$ cat config.mk
export PLATFORM = sky130hd
export DESIGN_NAME = extended_gcd
export DESIGN_NICKNAME = d
export VERILOG_FILES = /design/src/rtl/eg_pkg.sv /design/src/rtl/extended_gcd.sv /design/src/rtl/eg_div.sv /design/src/rtl/eg_coef.sv /design/src/rtl/eg_seq.sv
export SDC_FILE = /design/constraint.sdc
export NUM_CORES = 2
export LEC_CHECK = 0
export ABC_AREA = 0
export BUFFER_PORTS_ARGS = -buffer_cell sky130_fd_sc_hd__buf_4
export CAP_MARGIN = 20
export CORE_MARGIN = 3
export CORE_UTILIZATION = 41
export CTS_CLUSTER_DIAMETER = 150
export DETAILED_ROUTE_END_ITERATION = 8
export SYNTH_ARGS = -nofsm -noshare
export SYNTH_HDL_FRONTEND = slang
export SYNTH_HIERARCHICAL = 1
export SYNTH_SLANG_ARGS = --single-unit
$ cat constraint.sdc
create_clock -name i_clk -period 22.5 [get_ports i_clk]
set_input_delay 4.5 -clock i_clk [delete_from_list [all_inputs] [get_ports i_clk]]
set_output_delay 4.5 -clock i_clk [all_outputs]
set_load 0.01 [all_outputs]
$ cat src/rtl/eg_pkg.sv
// Shared types and constants for the extended GCD block.
package eg_pkg;

    localparam int EG_WIDTH = 64;
    localparam int FIELD_W  = 64;
    localparam int IN_W     = 2 * FIELD_W;
    localparam int OUT_W    = 3 * FIELD_W;

    typedef enum logic [4:0] {
        S_IDLE  = 5'b00001,
        S_TEST  = 5'b00010,
        S_ALIGN = 5'b00100,
        S_DIV   = 5'b01000,
        S_UPD   = 5'b10000
    } t_state;

    typedef struct packed {
        logic load;
        logic start;
        logic align;
        logic divide;
        logic update;
    } t_eg_ctrl;

    typedef struct packed {
        logic ge;
        logic k_zero;
        logic y_zero;
    } t_eg_stat;

endpackage

$ cat src/rtl/extended_gcd.sv
// Top level of the extended GCD block: sequencer, remainder unit, coefficient units, output register.
//
// The block takes one operand pair per transfer and returns the greatest common divisor with
// Bezout coefficients so that coeff_x*x + coeff_y*y equals the divisor modulo 2^WIDTH; a zero
// second operand gives (x, 1, 0), and operand bits above WIDTH are ignored. Each Euclid step
// aligns the divisor one bit a cycle, then produces one quotient bit a cycle on the shared
// compare-subtract unit, and the coefficient products build up alongside by shift and add.
// The input is not ready while an item is at work; a finished result waits in the output
// register, and the next item can be taken while it waits.
module extended_gcd import eg_pkg::*; #(
    parameter int WIDTH = EG_WIDTH
) (
    input  logic             i_clk,
    input  logic             i_rst_n,
    input  logic             s_axis_tvalid,
    output logic             s_axis_tready,
    input  logic [IN_W-1:0]  s_axis_tdata,   // operand_x, operand_y
    output logic             m_axis_tvalid,
    input  logic             m_axis_tready,
    output logic [OUT_W-1:0] m_axis_tdata    // gcd_value, coeff_x, coeff_y
);

    t_eg_ctrl         ctrl;
    t_eg_stat         stat;
    logic             qbit;
    logic             capture;
    logic             out_free;
    logic [WIDTH-1:0] gcd;
    logic [WIDTH-1:0] coef_a;
    logic [WIDTH-1:0] coef_b;

    logic               r_out_valid;
    logic [FIELD_W-1:0] r_gcd;
    logic [FIELD_W-1:0] r_cx;
    logic [FIELD_W-1:0] r_cy;

    assign out_free = !r_out_valid || m_axis_tready;

    eg_seq u_seq (
        .i_clk      (i_clk),
        .i_rst_n    (i_rst_n),
        .i_in_valid (s_axis_tvalid),
        .i_out_free (out_free),
        .i_stat     (stat),
        .o_in_ready (s_axis_tready),
        .o_capture  (capture),
        .o_ctrl     (ctrl)
    );

    eg_div #(.WIDTH(WIDTH)) u_div (
        .i_clk  (i_clk),
        .i_ctrl (ctrl),
        .i_x    (s_axis_tdata[WIDTH-1:0]),
        .i_y    (s_axis_tdata[FIELD_W+WIDTH-1:FIELD_W]),
        .o_stat (stat),
        .o_qbit (qbit),
        .o_gcd  (gcd)
    );

    eg_coef #(.WIDTH(WIDTH)) u_coef_a (
        .i_clk       (i_clk),
        .i_ctrl      (ctrl),
        .i_init_prev (1'b1),
        .i_init_cur  (1'b0),
        .i_qbit      (qbit),
        .o_prev      (coef_a)
    );

    eg_coef #(.WIDTH(WIDTH)) u_coef_b (
        .i_clk       (i_clk),
        .i_ctrl      (ctrl),
        .i_init_prev (1'b0),
        .i_init_cur  (1'b1),
        .i_qbit      (qbit),
        .o_prev      (coef_b)
    );

    always_ff @(posedge i_clk) begin
        if (!i_rst_n) begin
            r_out_valid <= 1'b0;
        end else if (capture) begin
            r_out_valid <= 1'b1;
        end else if (m_axis_tready) begin
            r_out_valid <= 1'b0;
        end
    end

    always_ff @(posedge i_clk) begin
        if (capture) begin
            r_gcd <= FIELD_W'(gcd);
            r_cx  <= FIELD_W'($signed(coef_a));
            r_cy  <= FIELD_W'($signed(coef_b));
        end
    end

    assign m_axis_tvalid = r_out_valid;
    assign m_axis_tdata  = {r_cy, r_cx, r_gcd};

endmodule

$ cat src/rtl/eg_div.sv
// Remainder datapath: shared compare-subtract unit with divisor alignment.
module eg_div import eg_pkg::*; #(
    parameter int WIDTH = EG_WIDTH
) (
    input  logic             i_clk,
    input  t_eg_ctrl         i_ctrl,
    input  logic [WIDTH-1:0] i_x,
    input  logic [WIDTH-1:0] i_y,
    output t_eg_stat         o_stat,
    output logic             o_qbit,
    output logic [WIDTH-1:0] o_gcd
);

    localparam int KW = $clog2(WIDTH);

    logic [WIDTH-1:0] r_x, n_x;
    logic [WIDTH-1:0] r_y, n_y;
    logic [WIDTH-1:0] r_rem, n_rem;
    logic [WIDTH-1:0] r_dvs, n_dvs;
    logic [KW-1:0]    r_k, n_k;

    logic [WIDTH:0]   cmp_b;
    logic             ge;
    logic [WIDTH-1:0] diff;

    assign cmp_b = i_ctrl.align ? {r_dvs, 1'b0} : {1'b0, r_dvs};
    assign ge    = {1'b0, r_rem} >= cmp_b;
    assign diff  = r_rem - r_dvs;

    always_comb begin
        n_x   = r_x;
        n_y   = r_y;
        n_rem = r_rem;
        n_dvs = r_dvs;
        n_k   = r_k;
        if (i_ctrl.load) begin
            n_x = i_x;
            n_y = i_y;
        end
        if (i_ctrl.start) begin
            n_rem = r_x;
            n_dvs = r_y;
            n_k   = '0;
        end
        if (i_ctrl.align && ge) begin
            n_dvs = {r_dvs[WIDTH-2:0], 1'b0};
            n_k   = KW'(r_k + 1'b1);
        end
        if (i_ctrl.divide) begin
            if (ge) begin
                n_rem = diff;
            end
            n_dvs = {1'b0, r_dvs[WIDTH-1:1]};
            n_k   = KW'(r_k - 1'b1);
        end
        if (i_ctrl.update) begin
            n_x = r_y;
            n_y = r_rem;
        end
    end

    always_ff @(posedge i_clk) begin
        r_x   <= n_x;
        r_y   <= n_y;
        r_rem <= n_rem;
        r_dvs <= n_dvs;
        r_k   <= n_k;
    end

    assign o_stat.ge     = ge;
    assign o_stat.k_zero = (r_k == '0);
    assign o_stat.y_zero = (r_y == '0);
    assign o_qbit        = i_ctrl.divide & ge;
    assign o_gcd         = r_x;

endmodule

$ cat src/rtl/eg_coef.sv
// One Bezout coefficient pair with a shift-add accumulator for quotient times coefficient.
module eg_coef import eg_pkg::*; #(
    parameter int WIDTH = EG_WIDTH
) (
    input  logic             i_clk,
    input  t_eg_ctrl         i_ctrl,
    input  logic             i_init_prev,
    input  logic             i_init_cur,
    input  logic             i_qbit,
    output logic [WIDTH-1:0] o_prev
);

    logic [WIDTH-1:0] r_prev, n_prev;
    logic [WIDTH-1:0] r_cur, n_cur;
    logic [WIDTH-1:0] r_acc, n_acc;

    always_comb begin
        n_prev = r_prev;
        n_cur  = r_cur;
        n_acc  = r_acc;
        if (i_ctrl.load) begin
            n_prev = WIDTH'(i_init_prev);
            n_cur  = WIDTH'(i_init_cur);
        end
        if (i_ctrl.start) begin
            n_acc = '0;
        end
        if (i_ctrl.divide) begin
            n_acc = {r_acc[WIDTH-2:0], 1'b0} + (i_qbit ? r_cur : '0);
        end
        if (i_ctrl.update) begin
            n_prev = r_cur;
            n_cur  = r_prev - r_acc;
        end
    end

    always_ff @(posedge i_clk) begin
        r_prev <= n_prev;
        r_cur  <= n_cur;
        r_acc  <= n_acc;
    end

    assign o_prev = r_prev;

endmodule

$ cat src/rtl/eg_seq.sv
// Sequencer that steps the shared units through each Euclid iteration.
module eg_seq import eg_pkg::*; (
    input  logic     i_clk,
    input  logic     i_rst_n,
    input  logic     i_in_valid,
    input  logic     i_out_free,
    input  t_eg_stat i_stat,
    output logic     o_in_ready,
    output logic     o_capture,
    output t_eg_ctrl o_ctrl
);

    t_state r_state, n_state;

    always_comb begin
        n_state    = r_state;
        o_ctrl     = '0;
        o_in_ready = 1'b0;
        o_capture  = 1'b0;
        unique case (r_state)
            S_IDLE: begin
                o_in_ready = 1'b1;
                if (i_in_valid) begin
                    o_ctrl.load = 1'b1;
                    n_state     = S_TEST;
                end
            end
            S_TEST: begin
                if (i_stat.y_zero) begin
                    if (i_out_free) begin
                        o_capture = 1'b1;
                        n_state   = S_IDLE;
                    end
                end else begin
                    o_ctrl.start = 1'b1;
                    n_state      = S_ALIGN;
                end
            end
            S_ALIGN: begin
                o_ctrl.align = 1'b1;
                if (!i_stat.ge) begin
                    n_state = S_DIV;
                end
            end
            S_DIV: begin
                o_ctrl.divide = 1'b1;
                if (i_stat.k_zero) begin
                    n_state = S_UPD;
                end
            end
            S_UPD: begin
                o_ctrl.update = 1'b1;
                n_state       = S_TEST;
            end
            default: begin
                n_state = S_IDLE;
            end
        endcase
    end

    always_ff @(posedge i_clk) begin
        if (!i_rst_n) begin
            r_state <= S_IDLE;
        end else begin
            r_state <= n_state;
        end
    end

endmodule

==> out/qor.yml <==
clock_network:
  clock_latency_ns: 0.71
  clkTransAtPathRegs_ns: 0.06
  htreeDepth: 3
  cts_root_buf: "clkbuf_16"
  cts_buffer_depth: 3
  post_cts_buffers: 0
  cts_tree: "built"
  ctsResizeCount: 0
  cts_made_buffers: 99
  clock-sinks: 844
  holdBufCountCts: 0
sta:
  slew_viol_final: 0
  timing.final.crit_share: 0.386
  layout_setup_ws_ns: 13.83
  hold_viol: 0
  max_slew_margin: 0.271
  holdWs_ns: 0.444
  rsz0062_at_grt: "false"
  finalClockSkew_ns: 0.0338
  worst_pin_slew_ns: 1.09
  post-route-min-period_ns: 8.67
  setup_viol: 0
  tns_ns: 0
  max_freq_mhz: 115
worst_setup_path:
  endpoint_kind: "flop"
  critPathLaunchType: "flop"
  critical_path_class: "reg -> reg"
  cp_slowest_cell: "o21ai_0"
  max_stage_delay_ns: 0.66
  r2r_cells: 26
  path_depth: 26
  cp.buffers_inverters: 3
  path_delay_family: "compound AO/OA/AOI/OAI gates"
  cp_max_fo: 67
  cp.required_ns: 22.92
  crit_arrival_ns: 9.10
final_layout:
  num-fill-cells: 12300
  layout-drive-gt1-share: 0.133
  nNetsFinal: 6006
  seq_area_um2: 24600
  synthToLayoutAreaGrowth_pct: 13.7
  multi_input_area_um2: 27100
floorplanning:
  rows: 132
  initial_utilization: 0.414
  io_pins: 326
  die_y_um: 369
  die_area_um2: 136000
  chipWidth_um: 369
  core-area_um2: 130000
drt:
  dr.pass1.iters: 6
  drt_iter0_drc: 3346
  postRouteAntennaNets: 0
  wl_per_cell_um: 21.0
  avgViaCountPerCell: 5.62
  routed_wl_um: 154000
  route.vias.total: 41200
  drc: 0
global_route:
  antenna_found_initial: 10
  grtUsageMet1: 0.324
  grt_pass1_wl_um: 236000
  first_global_vias: 39900
  grt_max_degree: 93
  grt.met2_usage: 0.327
  grt_util_met3: 0.0387
  grt_usage: 0.221
  busiest_layer: "met2"
  overflow: 0
power:
  seqPwrFrac: 0.396
  clkPwrFrac: 0.328
  pwr_density_cell_nw_per_um2: 88.6
  p_sw_frac: 0.335
  p_int_mw: 3.62
  vdd.ir_drop.worst_mv: 0.0684
  combPwrFrac: 0.276
  p_leak_nw: 24.2
  total_power_mw: 5.43
  p_sw_mw: 1.82
logic_synthesis:
  avgSynthCellArea_um2: 10.2
  async_flop_share: 0
  syn-instance-count: 5302
  synthFlopType: "edfxtp_1"
  synth_warnings: 6
  netlist_area_um2: 53900
  synth.distinct_cells: 105
  ys_ff_latch: 844
  synth_edf_count: 773
  synth_seq_area_share: 0.457
placed_design:
  dpl_worst_slack_ns: 13.72
  port_buffers: 325
  gp_congestion: 0.916
  hpwl_um: 115000
status:
  outcome: "finished clean"
worst_hold_path:
  hold_path_depth: 0
  min_path_type: "reg -> reg"
flow_run:
  maxCapViolCount: 0
==> state kept, by name (all words and copies together), names as in the netlist <==
| signal | cells |
|---|---|
| r_cx | 64 |
| r_cy | 64 |
| r_gcd | 64 |
| u_coef_a/o_prev | 64 |
| u_coef_a/r_acc | 64 |
| u_coef_a/r_cur | 64 |
| u_coef_b/o_prev | 64 |
| u_coef_b/r_acc | 64 |
| u_coef_b/r_cur | 64 |
| u_div/o_gcd | 64 |
| u_div/r_dvs | 64 |
| u_div/r_rem | 64 |
| u_div/r_y | 64 |
| u_div/r_k | 6 |
| u_seq/r_state | 5 |
| m_axis_tvalid | 1 |
==> synth_stat cells (9+ instances only) <==
| cell | count | area [µm²] |
|---|---|---|
| nand3_1 | 74 | 370 |
| a21o_1 | 171 | 1280 |
| mux2i_1 | 177 | 1770 |
| clkbuf_1 | 213 | 800 |
| or3_1 | 16 | 100 |
| and4_1 | 20 | 175 |
| o21bai_1 | 91 | 683 |
| nand2b_1 | 31 | 194 |
| o31ai_1 | 15 | 113 |
| a211o_1 | 9 | 78.8 |
| or4_1 | 11 | 82.6 |
| nor4_1 | 29 | 181 |
| o211ai_1 | 24 | 180 |
| nand2_1 | 381 | 1430 |
| a221oi_1 | 17 | 149 |
| a21boi_0 | 11 | 82.6 |
| or2_2 | 16 | 100 |
| nor2_1 | 386 | 1450 |
| nor3_1 | 77 | 385 |
| a21boi_1 | 9 | 67.6 |
| a21oi_1 | 433 | 2170 |
| nor2b_1 | 50 | 313 |
| ha_1 | 380 | 4750 |
| a31oi_1 | 32 | 200 |
| o21ai_1 | 25 | 125 |
| nand4_1 | 144 | 901 |
| xnor2_1 | 168 | 1470 |
| buf_1 | 13 | 48.8 |
| buf_2 | 27 | 135 |
| dfxtp_1 | 71 | 1420 |
| a211oi_1 | 48 | 360 |
| and3_1 | 27 | 169 |
| mux2_2 | 134 | 1510 |
| o21ai_0 | 271 | 1360 |
| and2_1 | 285 | 1780 |
| xor2_1 | 103 | 902 |
| inv_1 | 298 | 1120 |
| edfxtp_1 | 773 | 23200 |
| nor3b_1 | 10 | 75.1 |
| o21a_1 | 36 | 270 |
==> area by class of cell <==
cell class	count	area share
multi-input combinational	3890	0.442
sequential	844	0.402
timing repair buffer	351	0.0430
clock buffer	111	0.0425
tap	1742	0.0355
inverter	303	0.0186
clock inverter	76	0.0166
antenna	3	0.000122
==> cell families (layout without fill, tap and decap cells) <==
group / count (synthesis) / in the layout / synth area share
adders and majority gates: 385 / 385 / 0.0900
and+or+nand+nor: 1593 / 1593 / 0.149
AOI/OAI and AO/OA: 1325 / 1325 / 0.158
DFF: 844 / 844 / 0.457
buffers and inverters: 570 / 841 / 0.0417
xor gates and xnor gates: 271 / 271 / 0.0440
muxes: 312 / 312 / 0.0610
other: 2 / 7 / 0.000139
==> stage by stage <==
stage               std cells  cell area (µm²)  utilization
floorplan                5304            54000            -
global placement         7130            57700        0.443
detailed placement       7130            57700        0.443
CTS                      7317            61300        0.471
global route             7317            61300        0.471
finish                   7320            61300        0.471
==> worst reg2reg max path, cell delays in order, from the launching register on <==
cell	delay, ns
dfxtp_1	0.40
nor2_1	0.33
nand3_1	0.18
clkinv_2	0.59
buf_4	0.64
mux2i_1	0.29
ha_1	0.28
nand4_1	0.17
and4bb_1	0.27
nand4_1	0.11
o211ai_1	0.14
o21ai_0	0.66
nand2_4	0.59
buf_4	0.54
and2_1	0.23
ha_1	0.22
fa_1	0.44
a211oi_1	0.31
o21ai_1	0.14
a21oi_1	0.25
o21ai_1	0.21
a211oi_1	0.58
o21a_1	0.31
o21ai_0	0.09
a21boi_0	0.22
xor2_1	0.17
nor2_1	0.06
==> placed cells by master, fill, tap and decap left out, types with 17 or more instances in the layout <==
cell / n
nor4_1: 29
o21ai_0: 271
and4_1: 20
nand2_1: 379
o21ai_1: 25
xnor2_1: 168
xor2_1: 103
mux2_2: 134
a21o_1: 171
nor2b_1: 50
clkinv_2: 20
edfxtp_1: 773
o211ai_1: 24
buf_4: 351
inv_1: 296
dfxtp_1: 71
nand3_1: 74
o21a_1: 36
nor3_1: 76
nand4_1: 144
nor2_1: 386
and3_1: 26
and2_1: 284
a31oi_1: 32
a211oi_1: 48
a21oi_1: 433
ha_1: 380
nand2b_1: 31
clkbuf_16: 103
bufinv_16: 22
mux2i_1: 177
o21bai_1: 91
a221oi_1: 17
==> power by group through the flow <==
stage,registers [mW],logic (mW),clock network [mW]
after CTS,2.15,1.49,1.84
after global routing,2.17,1.67,1.90
final,2.15,1.50,1.78
after floorplan,2.07,1.13,0
after detailed placement,2.18,1.48,0
after global placement,2.18,1.47,0
==> layer usage <==
layer  routed length (µm)  vias to the layer above
li1                     -                    19800
met1                73300                    19900
met2                65200                     1241
met3                10200                      220
met4                 5110                        2
met5                   12                        -
==> path summary, 6_finish.rpt <==
check,from,endpoint,slack [ns]
worst min register to register,u_coef_a/o_prev[0]$_DFFE_PP_,r_cx[0]$_DFFE_PP_,0.44
worst max register to register,u_seq/r_state[3]$_SDFFE_PN0P_,u_coef_a/r_acc[59]$_SDFFCE_PN0P_,13.83
worst min-delay path,u_coef_a/o_prev[0]$_DFFE_PP_,r_cx[0]$_DFFE_PP_,0.44
worst max-delay path,u_seq/r_state[3]$_SDFFE_PN0P_,u_coef_a/r_acc[59]$_SDFFCE_PN0P_,13.83
Power figures use the tool's default switching activity.
